### config.mk
export PLATFORM = sky130hd
export DESIGN_NAME = pap_queue
export DESIGN_NICKNAME = d
export VERILOG_FILES = /design/src/rtl/core/pap_pkg.sv /design/src/rtl/core/pap_queue.sv
export SDC_FILE = /design/constraint.sdc
export NUM_CORES = 1
export LEC_CHECK = 0
export ABC_CLOCK_PERIOD_IN_PS = 5100
export BUFFER_PORTS_ARGS = -buffer_cell sky130_fd_sc_hd__buf_2
export CORE_ASPECT_RATIO = 2
export CORE_MARGIN = 5
export CORE_UTILIZATION = 45
export CTS_BUF_LIST = sky130_fd_sc_hd__clkbuf_4 sky130_fd_sc_hd__clkbuf_8
export CTS_CLUSTER_DIAMETER = 150
export DETAILED_ROUTE_END_ITERATION = 6
export PLACE_DENSITY_LB_ADDON = 0.05
export SLEW_MARGIN = 20
export SYNTH_ARGS = -nofsm -noshare
export SYNTH_HDL_FRONTEND = slang
export SYNTH_SLANG_ARGS = --single-unit
### constraint.sdc
create_clock -name clk -period 5.1 [get_ports clk]
set_input_delay 0.765 -clock clk [delete_from_list [all_inputs] [get_ports clk]]
set_output_delay 0.765 -clock clk [all_outputs]
set_load 0.005 [all_outputs]
### src/rtl/core/pap_pkg.sv
// Shared types, constants and codes for the partial amplitude profile.
`timescale 1ns / 1ps
package pap_pkg;

  localparam int unsigned PARTIAL_CAP = 128;
  localparam int unsigned NW = 33;   // rounded dividend width
  localparam int unsigned DW = 24;   // divisor width
  localparam int unsigned QDEPTH = 4;
  localparam int unsigned QAW = 2;

  localparam logic [16:0] ONE_Q16 = 17'd65536;
  localparam logic [16:0] HALF_Q16 = 17'd32768;

  localparam logic [2:0] MODE_TILT     = 3'd0;
  localparam logic [2:0] MODE_LOWPASS  = 3'd1;
  localparam logic [2:0] MODE_BANDPASS = 3'd2;
  localparam logic [2:0] MODE_HIGHPASS = 3'd3;
  localparam logic [2:0] MODE_NOTCH    = 3'd4;
  localparam logic [2:0] MODE_COMB     = 3'd5;
  localparam logic [2:0] MODE_VCOMB    = 3'd6;

  localparam logic [1:0] REG_MODE     = 2'd0;
  localparam logic [1:0] REG_COUNT    = 2'd1;
  localparam logic [1:0] REG_MILDNESS = 2'd2;

  typedef enum logic [2:0] {
    K_QUO,
    K_INV,
    K_TRI,
    K_ZERO,
    K_ONE
  } kind_t;

  typedef struct packed {
    logic [NW-1:0] num;
    logic [DW-1:0] den;
    kind_t         kind;
    logic [16:0]   s2;
  } pap_item_t;

  typedef struct packed {
    logic [2:0] mode;
    logic [7:0] count;
    logic [7:0] mild;
  } pap_cfg_t;

endpackage

### src/rtl/core/pap_queue.sv
// Short job queue between the front end and the divider.
`timescale 1ns / 1ps
module pap_queue
  import pap_pkg::*;
(
  input  logic      clk,
  input  logic      rst_n,
  input  logic      push,
  input  pap_item_t push_item,
  output logic      full,
  input  logic      pop,
  output logic      not_empty,
  output pap_item_t head
);

  pap_item_t       mem_r [QDEPTH];
  logic [QAW-1:0]  wp_r;
  logic [QAW-1:0]  rp_r;
  logic [QAW:0]    cnt_r;

  assign full = cnt_r == (QAW+1)'(QDEPTH);
  assign not_empty = cnt_r != '0;
  assign head = mem_r[rp_r];

  always_ff @(posedge clk) begin
    if (!rst_n) begin
      wp_r <= '0;
      rp_r <= '0;
      cnt_r <= '0;
    end else begin
      if (push) wp_r <= wp_r + 1'b1;
      if (pop) rp_r <= rp_r + 1'b1;
      case ({push, pop})
        2'b10: cnt_r <= cnt_r + 1'b1;
        2'b01: cnt_r <= cnt_r - 1'b1;
        default: cnt_r <= cnt_r;
      endcase
    end
    if (push) mem_r[wp_r] <= push_item;
  end

endmodule

======== Yosys cells after proc, flatten, opt, wreduce, memory -nomap -nowiden ========
Memory sizes are Yosys's and may differ from the RTL's. A register that Yosys moved wholly into a read port is not among the register bits.
Cells that the tools add are included.
storage, ports and cells
  flip-flop bits (word level) ............. 7
  bits in writable memories ............... 308
  input port bits ......................... 81
  output and inout bits ................... 79
  word-level logic and storage cells ...... 18
  memories kept ........................... 1
memories
  memory  words  bits a word  rd ports  clocked after Yosys merged registers in  wr ports  line             RTL
  mem_r   4      77           1         1                                        1         pap_queue.sv:16  pap_item_t mem_r [QDEPTH];
operators by class
  $add $sub $neg .......................... 4
  equality and inequality tests ........... 3
  muxes and demuxes ....................... 5
  reductions and logical operators ........ 2
operator list
  cell                   count
  $pmux W3 S2            1
  $add A2 B1 Y2 const B  2
  $mux W2                2
  $add A3 B1 Y3 const B  1
  $eq A3 B3 Y1 const B   1
  $reduce_bool A3 Y1     1
  $sub A3 B1 Y3 const B  1
  $eq A2 B1 Y1 const B   1
  $eq A2 B2 Y1 const B   1
  $mux W1                2
  $reduce_bool A2 Y1     1

======== Depth between registers and ports, before layout ========
  depth in word-level cells ............... 3
  mapped depth ............................ 7
  depth with buffers taken out ............ 7

======== Least setup slack after synthesis ========
No wires, ideal clock.
  path kind ............................... in2reg
  from .................................... input push
  to ...................................... memory mem_r[0][0] (netlist bit) (enable)
  library setup time ...................... 443 ps
  arrival time ............................ 2561 ps
  data required time ...................... 4657 ps
  path slack .............................. 2095 ps
  cell stages on the path ................. 1
  path buffers ............................ 0
  cell sequence ........................... and2_1
on the way
  longest elaborated chain between the ends .. 2
RTL lines
  item                           line             RTL
  from (decl)                    pap_queue.sv:8   input logic push,
  $mux W1                        pap_queue.sv:39  if (push) mem_r[wp_r] <= push_item;
  $mux W1 (implied by the code)  pap_queue.sv:39
  to (decl)                      pap_queue.sv:16
Every way passes these cells.

==> results.ini <==
[run_status]
outcome=complete, no violations

[clock_tree]
postCtsSetupBuffers=0
root_buffer=clkbuf_8
path_clk_slew_ns=0.07
cts_hold_buf=0
htreeDepth=2
clock_path_buffers=3
cts_resized=0
cts_tree=built
cts_made_buffers=44
clk-insertion-delay-late_ns=0.54
clock_sinks=317

[detailed_routing]
viasPerCell=5.17
remaining_drc_errors=0
ant_nets=0
dr.pass1.iters=4
wl_per_cell_um=22.5
totalWireLength_um=22700
vias=5222
drtIter0Drc=303

[timing]
whs_ns=0.433
fin_skew_ns=0.0160
rsz0062_at_grt=no
worst_pin_slew_ns=0.944
worst_slack_ns=1.90
tns_ns=0
max_freq_ghz=0.313
hold_viol=0
fin_crit_sh_pct=62.7
post-route-min-period_ns=3.20
setup_viol=0
slew_viol_final=0
slew_headroom_pct=37.1

[synth]
ys_seq_area_share_pct=81.3
synth_area_um2=11600
synth_cell_type_count=21
synth_area_leaders=edfxtp_1 80%, mux4_2 15%, dfxtp_1 1.6%
synth_top_cell_by_area=edfxtp_1
ys_ff_latch=317
synth_top_area_share_pct=79.8
syn_inst=449
ys_warn_count=0
synth_nets=536
avgSynthCellArea_um2=25.8

[placed_design]
io_buffers=159
pre_cts_slack_ns=2.39
place_area_um2=12700
dp_hpwl_um=13600
place.gp.congestion=0.724

[floorplan]
core_area_um2=25500
die_y_um=237
die_area_um2=29300
start_util_pct=45.4
num_rows=83
ios=160
chipWidth_um=124

[power_and_ir_drop]
p_int_w=0.00417
power.density_nw_per_um2=394
clkPwrFrac_pct=33.8
p_total_w=0.00533
power_frac_seq_pct=57.0
p_switching_w=0.00116
p_leak_nw=4.55
ir_drop_mv=0.295
netSwitchingFraction_pct=21.7
combPwrFrac_pct=9.2

[final_layout]
final_area_um2=13500
layout.cells.most_common_list=308 x edfxtp_1, 159 x buf_2, 77 x mux4_2
fillers=2100
syn_to_final_growth_pct=16.7
final_common_cell=edfxtp_1
fin_nets=729
final_layout_size_suffix_gt1_share_pct=46.3
diodes=0

[critical_path]
cp_data_required_time_ns=4.34
cp_max_fo=59
rr_startpoint=wp_r[0]$_SDFFE_PN0P_
end_kind=output pin
crit_type=flip-flop to output pin
start_kind=flip-flop
worstPathArrival_ns=2.43

[global_route]
grt_max_degree=78
grt_pass1_vias=6054
antenna_found_initial=4
grt_overflow=0
grt_use_total_pct=16.2
grt_first_pass_wirelength_um=35000

[job]
max-cap-violations=0

[worst_hold_path]
hold_path.class=input port to flip-flop
hp-start=push_item[42]

-- routing by layer --
metal | track usage [%] | wire length, um | vias to the layer above
met4 | 5.95 | 655 | 6
met5 | 0 | 60 | -
met2 | 29.7 | 12800 | 154
met1 | 17.2 | 7870 | 2720
met3 | 4.47 | 1370 | 47
li1 | - | - | 2295
-- critical path, stage by stage, from the launching register on --
cell and delay (ns):
dfxtp_4 0.92, buf_4 0.43, mux4_2 0.37, buf_2 0.15
-- metrics by stage --
| stage | std cells | utilization, % |
|---|---|---|
| floorplan | 449 | - |
| global placement | 936 | 49.8 |
| detailed placement | 936 | 49.8 |
| CTS | 1011 | 53.0 |
| global route | 1011 | 53.0 |
| finish | 1011 | 53.0 |
-- power groups by stage --
stage,sequential (W),combinational (W),clock (W)
floorplan,0.00307,0.000300,0
global placement,0.00309,0.000504,0
detailed placement,0.00309,0.000510,0
CTS,0.00304,0.000512,0.00187
global route,0.00305,0.000540,0.00199
finish,0.00304,0.000489,0.00180
-- synth_stat cells --
library cell and instances:
a21boi_0 1, and2_1 10, and3_1 1, buf_12 4, buf_2 5, buf_4 4
buf_6 1, clkbuf_1 4, dfxtp_1 9, edfxtp_1 308, fa_1 1, ha_1 5
inv_1 6, mux2i_1 1, mux4_2 77, nand2_1 2, nor2b_1 1, o21ai_0 2
or3_1 2, xnor2_1 2, xor2_1 3
-- sequential cells by signal (all words and copies together), names as in the netlist, named ones only --
name   flops
cnt_r      3
rp_r       2
mem_r    308
wp_r       2
-- kinds of logic (layout without fill, tap and decap cells) --
family / after synthesis / count (layout) / synth area share, %
compound gates: 3 / 3 / 0.151
fa+ha+maj: 6 / 6 / 0.712
mux: 78 / 78 / 15.0
xor+xnor: 5 / 5 / 0.378
flops: 317 / 317 / 81.3
simple gates: 16 / 16 / 0.820
buf+inv: 24 / 246 / 1.59
-- worst paths after layout --
check                                 to  slack (ns)  cells after the start
setup / recovery                head[49]        1.90                      3
hold / removal    mem_r[2][42]$_DFFE_PP_        0.43                      1
setup reg to reg   mem_r[2][9]$_DFFE_PP_        2.90                      4
hold reg to reg    cnt_r[2]$_SDFFE_PN0P_        0.53                      2
-- layout make-up --
class | instances | area (um^2) | share of cell area [%]
multi-input cells | 108 | 1990 | 14.7
inverters | 6 | 22.5 | 0.166
clock inverters | 13 | 50.0 | 0.370
clock buffers | 62 | 747 | 5.52
repair buffers | 165 | 853 | 6.31
well taps | 340 | 425 | 3.14
flip-flops and latches | 317 | 9440 | 69.8
Note: power is estimated with default switching activity, not from simulation.
