[src/rtl/core/pap_pkg.sv]
// Shared types, constants and codes for the partial amplitude profile.
`timescale 1ns / 1ps
package pap_pkg;

  localparam int unsigned PARTIAL_CAP = 128;
  localparam int unsigned NW = 33;   // rounded dividend width
  localparam int unsigned DW = 24;   // divisor width
  localparam int unsigned QDEPTH = 4;
  localparam int unsigned QAW = 2;

  localparam logic [16:0] ONE_Q16 = 17'd65536;
  localparam logic [16:0] HALF_Q16 = 17'd32768;

  localparam logic [2:0] MODE_TILT     = 3'd0;
  localparam logic [2:0] MODE_LOWPASS  = 3'd1;
  localparam logic [2:0] MODE_BANDPASS = 3'd2;
  localparam logic [2:0] MODE_HIGHPASS = 3'd3;
  localparam logic [2:0] MODE_NOTCH    = 3'd4;
  localparam logic [2:0] MODE_COMB     = 3'd5;
  localparam logic [2:0] MODE_VCOMB    = 3'd6;

  localparam logic [1:0] REG_MODE     = 2'd0;
  localparam logic [1:0] REG_COUNT    = 2'd1;
  localparam logic [1:0] REG_MILDNESS = 2'd2;

  typedef enum logic [2:0] {
    K_QUO,
    K_INV,
    K_TRI,
    K_ZERO,
    K_ONE
  } kind_t;

  typedef struct packed {
    logic [NW-1:0] num;
    logic [DW-1:0] den;
    kind_t         kind;
    logic [16:0]   s2;
  } pap_item_t;

  typedef struct packed {
    logic [2:0] mode;
    logic [7:0] count;
    logic [7:0] mild;
  } pap_cfg_t;

endpackage

[src/rtl/core/pap_front.sv]
// Front end: clamp, multiply and classify each beat into a division job.
`timescale 1ns / 1ps
module pap_front
  import pap_pkg::*;
(
  input  logic        clk,
  input  logic        rst_n,
  input  pap_cfg_t    cfg,
  input  logic        in_valid,
  output logic        in_ready,
  input  logic [6:0]  p_in,
  input  logic [16:0] s_in,
  output logic        job_valid,
  input  logic        job_ready,
  output pap_item_t   job
);

  logic        a_v_r;
  logic [2:0]  a_mode_r;
  logic [7:0]  a_m_r;
  logic [6:0]  a_p_r;
  logic [16:0] a_s_r;
  logic [23:0] a_c_r;
  logic [23:0] a_tp_r;
  logic [13:0] a_pp_r;
  logic        b_v_r;
  pap_item_t   b_job_r;
  logic        en;

  logic [16:0] s_cl;
  logic [7:0]  k;
  logic [24:0] c_full;
  logic [24:0] tp_full;
  logic [16:0] tfac;
  logic [7:0]  kp;

  assign en = !(b_v_r && !job_ready);
  assign in_ready = en;
  assign job_valid = b_v_r;
  assign job = b_job_r;

  always_comb begin
    s_cl = (s_in > ONE_Q16) ? ONE_Q16 : s_in;
    k = ({1'b0, p_in} + 8'd1 < cfg.count) ? (cfg.count - {1'b0, p_in} - 8'd1) : 8'd0;
    c_full = {8'd0, s_cl} * {17'd0, cfg.count};
    if (s_cl <= HALF_Q16) begin
      tfac = ONE_Q16 - {s_cl[15:0], 1'b0};
      kp = {1'b0, p_in};
    end else begin
      tfac = {s_cl[15:0], 1'b0} - ONE_Q16;
      kp = k;
    end
    tp_full = {8'd0, tfac} * {17'd0, kp};
  end

  always_ff @(posedge clk) begin
    if (!rst_n) begin
      a_v_r <= 1'b0;
    end else if (en) begin
      a_v_r <= in_valid;
    end
    if (en) begin
      a_mode_r <= cfg.mode;
      a_m_r <= (cfg.mild == 8'd0) ? 8'd1 : cfg.mild;
      a_p_r <= p_in;
      a_s_r <= s_cl;
      a_c_r <= c_full[23:0];
      a_tp_r <= tp_full[23:0];
      a_pp_r <= 14'({7'd0, p_in} * ({7'd0, p_in} + 14'd2));
    end
  end

  logic [23:0] pq;
  logic [23:0] ad;
  logic [23:0] m16;
  logic        below;
  logic        wide;
  pap_item_t   nj;
  logic [NW-1:0] num;
  logic [DW-1:0] den;

  always_comb begin
    pq = {1'b0, a_p_r, 16'd0};
    below = pq < a_c_r;
    ad = below ? (a_c_r - pq) : (pq - a_c_r);
    m16 = {a_m_r, 16'd0};
    wide = ad >= m16;
    num = NW'(ad);
    den = DW'(a_m_r);
    nj.kind = K_ZERO;
    case (a_mode_r)
      MODE_TILT: begin
        num = NW'(64'h1_0000_0000);
        den = a_tp_r + 24'd65536;
        nj.kind = K_QUO;
      end
      MODE_LOWPASS:  nj.kind = below ? K_ONE : (wide ? K_ZERO : K_INV);
      MODE_BANDPASS: nj.kind = wide ? K_ZERO : K_INV;
      MODE_HIGHPASS: nj.kind = below ? K_ZERO : (wide ? K_ONE : K_QUO);
      MODE_NOTCH:    nj.kind = wide ? K_ONE : K_QUO;
      MODE_COMB: begin
        num = NW'(pq);
        nj.kind = K_TRI;
      end
      MODE_VCOMB: begin
        num = NW'({a_pp_r, 16'd0});
        den = DW'({a_m_r, 1'b0});
        nj.kind = K_TRI;
      end
      default: nj.kind = K_ZERO;
    endcase
    nj.num = num + NW'(den >> 1);
    nj.den = den;
    nj.s2 = {a_s_r[15:0], 1'b0};
  end

  always_ff @(posedge clk) begin
    if (!rst_n) begin
      b_v_r <= 1'b0;
    end else if (en) begin
      b_v_r <= a_v_r;
    end
    if (en) begin
      b_job_r <= nj;
    end
  end

endmodule

[config.mk]
export PLATFORM = sky130hd
export DESIGN_NAME = pap_front
export DESIGN_NICKNAME = d
export VERILOG_FILES = /design/src/rtl/core/pap_pkg.sv /design/src/rtl/core/pap_front.sv
export SDC_FILE = /design/constraint.sdc
export NUM_CORES = 1
export LEC_CHECK = 0
export BUFFER_PORTS_ARGS = -buffer_cell sky130_fd_sc_hd__buf_4
export CAP_MARGIN = 30
export CORE_MARGIN = 4
export CORE_UTILIZATION = 60
export DETAILED_ROUTE_END_ITERATION = 6
export HOLD_SLACK_MARGIN = 0.02
export PLACE_DENSITY = 0.84
export RECOVER_POWER = 50
export SLEW_MARGIN = 25
export SYNTH_ARGS = -nofsm -noshare
export SYNTH_HDL_FRONTEND = slang
export SYNTH_SLANG_ARGS = --single-unit
[constraint.sdc]
create_clock -name clk -period 27 [get_ports clk]
set_clock_uncertainty 0.2 [all_clocks]
set_input_delay 6.75 -clock clk [delete_from_list [all_inputs] [get_ports clk]]
set_output_delay 6.75 -clock clk [all_outputs]
set_load 0.02 [all_outputs]
# Word level (Yosys, flattened, before mapping)
# Cells that the tools add are included.
dict set report totals {
  input_bits 47
  ff_bits 174
  wordCells 55
}
dict set report classes {
  add_sub_neg 10
  magnitude_cmp 5
  n_mux 12
  mul 3
  n_eq_ne 6
  reduce_logical 6
}
# op n
set op_table {}
lappend op_table {{$pmux W33 S3} 1}
lappend op_table {{$mul A17 B8 Y24} 2}
lappend op_table {{$pmux W24 S2} 1}
lappend op_table {{$mux W17} 2}
lappend op_table {{$add A33 B23 Y33} 1}
lappend op_table {{$add A24 B17 Y24 const B} 1}
lappend op_table {{$ge A24 B24 Y1} 1}
lappend op_table {{$lt A23 B24 Y1} 1}
lappend op_table {{$mux W24} 1}
lappend op_table {{$sub A23 B24 Y24} 1}
lappend op_table {{$sub A24 B23 Y24} 1}
lappend op_table {{$pmux W3 S6} 1}
lappend op_table {{$gt A17 B17 Y1 const B} 1}
lappend op_table {{$le A17 B16 Y1 const B} 1}
lappend op_table {{$sub A17 B17 Y17 const A} 1}
lappend op_table {{$sub A17 B17 Y17 const B} 1}
lappend op_table {{$mux W8} 2}
lappend op_table {{$mul A7 B8 Y14} 1}
lappend op_table {{$eq A3 B3 Y1 const B} 3}
lappend op_table {{$mux W3} 3}
lappend op_table {{$add A7 B1 Y8 const B} 1}
lappend op_table {{$add A7 B2 Y8 const B} 1}
lappend op_table {{$logic_not A8 Y1} 1}
lappend op_table {{$lt A8 B8 Y1} 1}
lappend op_table {{other kinds (9)} 11}

# Depth between registers and ports, before layout
# Gate-level depths: netlist of run 1.
dict set report depth {
  depth_word 6
  ltp_mapped 32
  depth_no_buf 31
}

# Worst setup path before layout of run 1
# OpenSTA, ideal clock, no wires.
dict set report synth_timing {
  path_kind {in2out}
  startpoint {input job_ready}
  endpoint {output in_ready}
  path_buffers 0
  path_stages 1
  arrival_ns 10.999
  setup_slack_ns 9.051
  t_required_ns 20.050
  cell_sequence {nand2b_1}
}
dict set report synth_between {
  elab_chain_cells 3
}
# item line
set synth_rtl {}
lappend synth_rtl {{start: declaration} pap_front.sv:14} ;# input logic job_ready,
lappend synth_rtl {{$logic_not A1 Y1} pap_front.sv:37} ;# assign en = !(b_v_r && !job_ready);
lappend synth_rtl {{$logic_and A1 B1 Y1} pap_front.sv:37}
lappend synth_rtl {{$logic_not A1 Y1} pap_front.sv:37}
lappend synth_rtl {{end: declaration} pap_front.sv:10} ;# output logic in_ready,
# Every way passes these cells.

# Final worst setup path of run 1
# Same ends and word-level chain as after synthesis.

==> out/results.ini, run 1 <==
[worst_setup_path]
r2r-start = a_c_r[0]
required_ns = 20.05
start_kind = input port
critPathKind = in -> out
r2r_setup_slack_ns = 19.56
rr_endpoint = job[71]
end_kind = primary output
cp_max_fo = 25
startpoint = job_ready
endpoint = in_ready
cp.arrival_ns = 8.05
ff2ff_path_depth = 19

[route]
wire_per_inst_um = 19.3
via_count = 15100
drt_iter0_drc = 1421
ant_nets = 0
dr_wl_met2_mm = 23.4
avgViaCountPerCell = 5.84
routed.top_layer = met4
drc = 0
dr_wl_met3_mm = 4.17
wirelength_mm = 49.8
met1_length_mm = 20.0
dr.pass1.iters = 6

[floorplanning]
die_area_um2 = 35300
fp.coreArea_um2 = 31800
rows = 65
fp.dieH_um = 188
dieWidth_um = 188
io_pins = 126
initial_core_util_pct = 61.1

[clocking]
root_buffer = clkbuf_16
hold_buffers = 0
cts_resized = 0
cts_sinks = 171
clk_path_buf_depth = 2
clk_pin_slew_ns = 0.07
cts_setup_buffers = 0
clk_latency_ns = 0.46
cts_tree = built
numCtsBuffers = 17
cts_max_level = 4

[status]
outcome = finished clean

[power_and_ir_drop]
leakage_nw = 9.78
power_frac_clock_pct = 13.3
power_frac_seq_pct = 26.6
combPwrFrac_pct = 60.0
switching_power_mw = 0.803
swShare_pct = 46.1
vdd_drop_max_mv = 0.0539
powerDensity_nw_per_um2 = 83.5
internal_power_mw = 0.941

[synthesis]
synth_seq_area_share_pct = 26.3
avgSynthCellArea_um2 = 9.54
synth_top_area_share_pct = 26.1
netlist_area_um2 = 19400
synthFlopType = edfxtp_1
yosys_warnings = 0
synth_area_leaders = edfxtp_1 (26%), fa_1 (21%), ha_1 (12%)
synth_cells = 2038
synth_most_common_cell = inv_1
ys_async_sr_fraction_pct = 0
ys_types = 89
synth_commonest_cells = inv_1 (288), nor2_1 (232), fa_1 (201)
ys_ff_latch = 171
synth_edf_count = 169
synth_area_leader_cell = edfxtp_1

[timing]
max_clock_freq_mhz = 66.7
relSlewSlack_pct = 16.0
finalHoldViolCount = 0
worstMarginPinSlew_ns = 1.26
rsz0062_at_grt = false
setup_violations = 0
timing.final.crit_share_pct = 55.6
fin_setup_tns_ns = 0
fin_crit_ns = 15.00
drv_slew = 0
setup_slack_ns = 12.00

[placed_design]
place_congestion = 0.979
dpl.hpwl_mm = 39.1
dpl_cell_area_um2 = 20700
numPortBuffers = 123
dp_slack_ns = 12.63

[global_routing]
grt_pass1_vias = 15400
grt_overflow_total = 0
grt_first_pass_wirelength_mm = 80.8
grt_antenna_before_repair = 1
grt_usage_pct = 28.7
grt_max_degree = 78

[final_layout]
nNetsFinal = 2569
syn2layout_area_growth_pct = 7.47
drive_gt1_share_pct = 6.11
fillers = 2583
layout.core_utilization_pct = 65.7
design_area_um2 = 20900

[worst_hold_path]
hp-class = reg -> reg
hp-start = a_s_r[8]

[flow_run]
drv_cap = 0

==> power by group through the flow <==
| stage | logic [mW] | registers [mW] | clock network [mW] |
|---|---|---|---|
| 3_5_place_dp | 1.05 | 0.470 | 0 |
| 5_1_grt | 1.17 | 0.472 | 0.247 |
| 4_1_cts | 1.07 | 0.465 | 0.236 |
| 6_report | 1.05 | 0.464 | 0.233 |
| 3_3_place_gp | 1.02 | 0.468 | 0 |
| 2_1_floorplan | 0.757 | 0.481 | 0 |
==> flip-flops by register name, summed over array words and instances (netlist names) <==
signal and cells:
a_m_r 8, a_v_r 1, a_p_r 7, a_pp_r 13
job_valid 1, a_c_r 24, job 75, a_tp_r 23
a_s_r 16, a_mode_r 3
==> routing by layer <==
layer  up-vias  GRT usage [%]
li1       6939              -
met1      7263           37.3
met2       764           46.8
met3       118           5.71
met4         0           12.8
met5         -              0
==> cell type report <==
class	instances	area [um^2]	area share, %
repair buffers	146	756	3.62
diodes	1	2.50	0.0120
clock inverters	14	114	0.545
inverters	292	1100	5.25
flip-flops and latches	171	5110	24.5
clock buffers	18	429	2.05
well taps	435	544	2.60
multi-input cells	1504	12800	61.4
==> cells by family (layout without fill, tap and decap cells) <==
| kind of cell | count (synthesis) | in the layout | synth area share, % |
|---|---|---|---|
| XOR/XNOR | 116 | 116 | 5.30 |
| other | 1 | 3 | 0.0193 |
| buffers and inverters | 364 | 470 | 7.36 |
| AO/OA/AOI/OAI | 296 | 296 | 10.2 |
| adder cells (fa/ha/maj) | 390 | 390 | 32.9 |
| multiplexers | 16 | 16 | 0.843 |
| AND/OR/NAND/NOR | 684 | 684 | 17.1 |
| flip-flops | 171 | 171 | 26.3 |
==> stage by stage <==
stage	std cells	power, mW	hold slack (ns)
after floorplan	2039	1.24	0.200
after global placement	2544	1.48	0.204
after detailed placement	2546	1.52	0.208
after CTS	2578	1.77	0.223
after global routing	2580	1.89	0.229
final	2581	1.74	0.217
==> how the worst min path moves through the flow <==
stage | depth (start not counted) | slack [ns] | endpoint
floorplan | 0 | 0.20 | job[10]
global placement | 0 | 0.20 | job[9]
detailed placement | 0 | 0.21 | job[10]
CTS | 0 | 0.22 | job[9]
global route | 0 | 0.23 | job[9]
finish | 0 | 0.22 | job[9]
==> layout by cell type (no fill, tap or decap), drive strengths merged, types with 16 or more instances in the layout <==
cell type	count
inv	294
nor2	232
fa	201
ha	189
edfxtp	169
nand2	166
clkbuf	121
a21oi	101
xnor2	86
o21ai	52
and2	46
buf	43
nor2b	36
nor3	36
nand2b	34
nand3	30
xor2	30
and3	26
a21o	23
or2	23
or3	16
o21a	16
==> critical path, stage by stage <==
cell and delay (ns):
clkbuf_4 0.09, nand2b_1 0.89, buf_4 0.30
(Power assumes the default switching activity.)
==> inputs of run 2 (changes only) <==
clock period = 14.5 ns   (was 27 ns; I/O delays follow)
==> out/results.ini, run 2 (same netlist as run 1, synthesis figures left out) <==
[final_layout]
diodes = 0  ; -1
multi_input_area_um2 = 12900  ; +0.43%
fillers = 2525  ; -2.2%
largest_reg_flops = 75  ; unchanged
regArea_um2 = 5110  ; unchanged
nNetsFinal = 2565  ; -0.16%
drive_gt1_share_pct = 6.40  ; +0.29 points
syn2layout_area_growth_pct = 7.86
design_area_um2 = 21000  ; +0.36%
final_common_cell = inv_1
most-common-layout-cells = inv_1 (288), nor2_1 (232), fa_1 (201), ha_1 (189), edfxtp_1 (169)
stdcell_count = 2576  ; -0.19%

[timing]
setup_violations = 0  ; unchanged
fin_setup_tns_ns = 0  ; unchanged
timing.final.crit_share_pct = 80.9
finalHoldViolCount = 0  ; unchanged
relSlewSlack_pct = -117  ; -130 points
worstMarginPinSlew_ns = 3.26  ; +2.00 ns
drv_slew = 67  ; +67
fin_crit_ns = 11.73
rsz0062_at_grt = false
setup_slack_ns = 2.77  ; -9.23 ns
max_clock_freq_mhz = 85.2

[power_and_ir_drop]
powerDensity_nw_per_um2 = 158  ; +89%
power_mw = 3.30  ; +89%
vdd_drop_max_mv = 0.0982  ; +82%
leakage_nw = 9.81  ; +0.34%

[route]
wire_per_inst_um = 19.6  ; +1.6%
avgViaCountPerCell = 5.86  ; +0.19%
ant_nets = 0  ; unchanged
dr.pass1.iters = 6  ; unchanged
wirelength_mm = 50.5  ; +1.4%
drc = 0  ; unchanged
via_count = 15100  ; unchanged
drt_iter0_drc = 1444  ; +1.6%

[global_routing]
grt_pass1_vias = 15400  ; -0.25%
grt_first_pass_wirelength_mm = 81.4  ; +0.68%
met1_usage_pct = 38.2  ; +0.87 points
grt_usage_pct = 28.9  ; +0.27 points
use_met3_pct = 4.80  ; -0.91 points
grt_max_degree = 84  ; +7.7%
grt_antenna_before_repair = 1  ; unchanged
met2_usage_pct = 48.0  ; +1.2 points
grt_overflow_total = 0  ; unchanged
busiest_layer = met2

[worst_setup_path]
critPathKind = in -> reg
required_ns = 14.49  ; -5.56 ns
start_kind = input port
end_kind = flip-flop
r2r_setup_slack_ns = 7.75  ; -11.81 ns
cp_max_fo = 30  ; +20%
cp.arrival_ns = 11.72  ; +3.67 ns

[floorplanning]
die_area_um2 = 35300  ; unchanged
rows = 65  ; unchanged
io_pins = 126  ; unchanged
fp.dieH_um = 188  ; unchanged
fp.coreArea_um2 = 31800  ; unchanged
initial_core_util_pct = 61.1  ; unchanged
dieWidth_um = 188  ; unchanged

[placed_design]
place_congestion = 0.970  ; -0.91%
dpl.cell_count = 2543  ; -0.12%
dpl.hpwl_mm = 39.8  ; +1.7%
dp_slack_ns = 3.03  ; -9.60 ns
dpl_cell_area_um2 = 20700  ; -0.12%
numPortBuffers = 123  ; unchanged

[clocking]
clk_path_buf_depth = 2  ; unchanged
cts_max_level = 4  ; unchanged
clk_latency_ns = 0.45  ; about the same
numCtsBuffers = 17  ; unchanged
hold_buffers = 0  ; unchanged
cts_resized = 0  ; unchanged
cts_setup_buffers = 0  ; unchanged
cts_sinks = 171  ; unchanged
cts_tree = built
root_buffer = clkbuf_16
clk_pin_slew_ns = 0.07  ; about the same

[flow_run]
drv_cap = 1  ; +1

[worst_hold_path]
hp-class = reg -> reg

[status]
violations = capacitance limit, slew limit
outcome = complete, but fails checks

[run 2: path summary, 6_finish.rpt]
check / start / endpoint / depth (start not counted)
setup / recovery: s_in[16] / a_tp_r[23] / 26
hold / removal: a_s_r[12] / job[13] / 0
setup reg to reg: a_c_r[0] / job[71] / 20
hold reg to reg: a_s_r[12] / job[13] / 0
[run 2: worst max-delay path: stages]
cell	delay, ns
clkbuf_1	0.89
nor2b_1	0.34
inv_1	0.43
ha_1	0.33
and3_1	0.20
nand3_1	0.11
a21oi_1	0.20
buf_4	0.31
o21ai_0	0.19
xor2_1	0.53
nor2_1	0.16
fa_1	0.59
fa_1	0.45
fa_1	0.57
inv_1	0.06
fa_1	0.53
inv_1	0.04
ha_1	0.36
a21o_1	0.21
a2111oi_0	0.40
a21oi_1	0.15
a41o_1	0.28
o21a_1	0.16
o31ai_1	0.28
o21ai_0	0.17
xnor2_1	0.14
[run 2: area by class of cell]
cell class / count / area share, %
clock buffer: 17 / 2.03
clock inverter: 15 / 0.847
inverter: 292 / 5.23
multi-input combinational: 1504 / 61.5
sequential: 171 / 24.4
tap: 435 / 2.60
timing repair buffer: 142 / 3.42
[run 2: report_power, final]
part	internal (mW)	switching (mW)	total [mW]
Sequential	0.759	0.107	0.866
Clock	0.246	0.229	0.476
Combinational	0.774	1.19	1.96
[run 2: per-stage QoR]
stage,util [%],hold WS [ns]
final,65.9,0.221
after global routing,65.9,0.228
after CTS,67.1,0.223
after detailed placement,65.2,0.206
after global placement,65.1,0.205
after floorplan,-,0.200
[run 2: per-layer routing]
layer | wire, um | vias to the layer above | part of all wire, %
li1 | - | 6941 | -
met1 | 20600 | 7326 | 41
met2 | 24000 | 696 | 47
met3 | 3890 | 121 | 7.7
met4 | 2080 | 0 | 4.1
met5 | 0 | - | 0
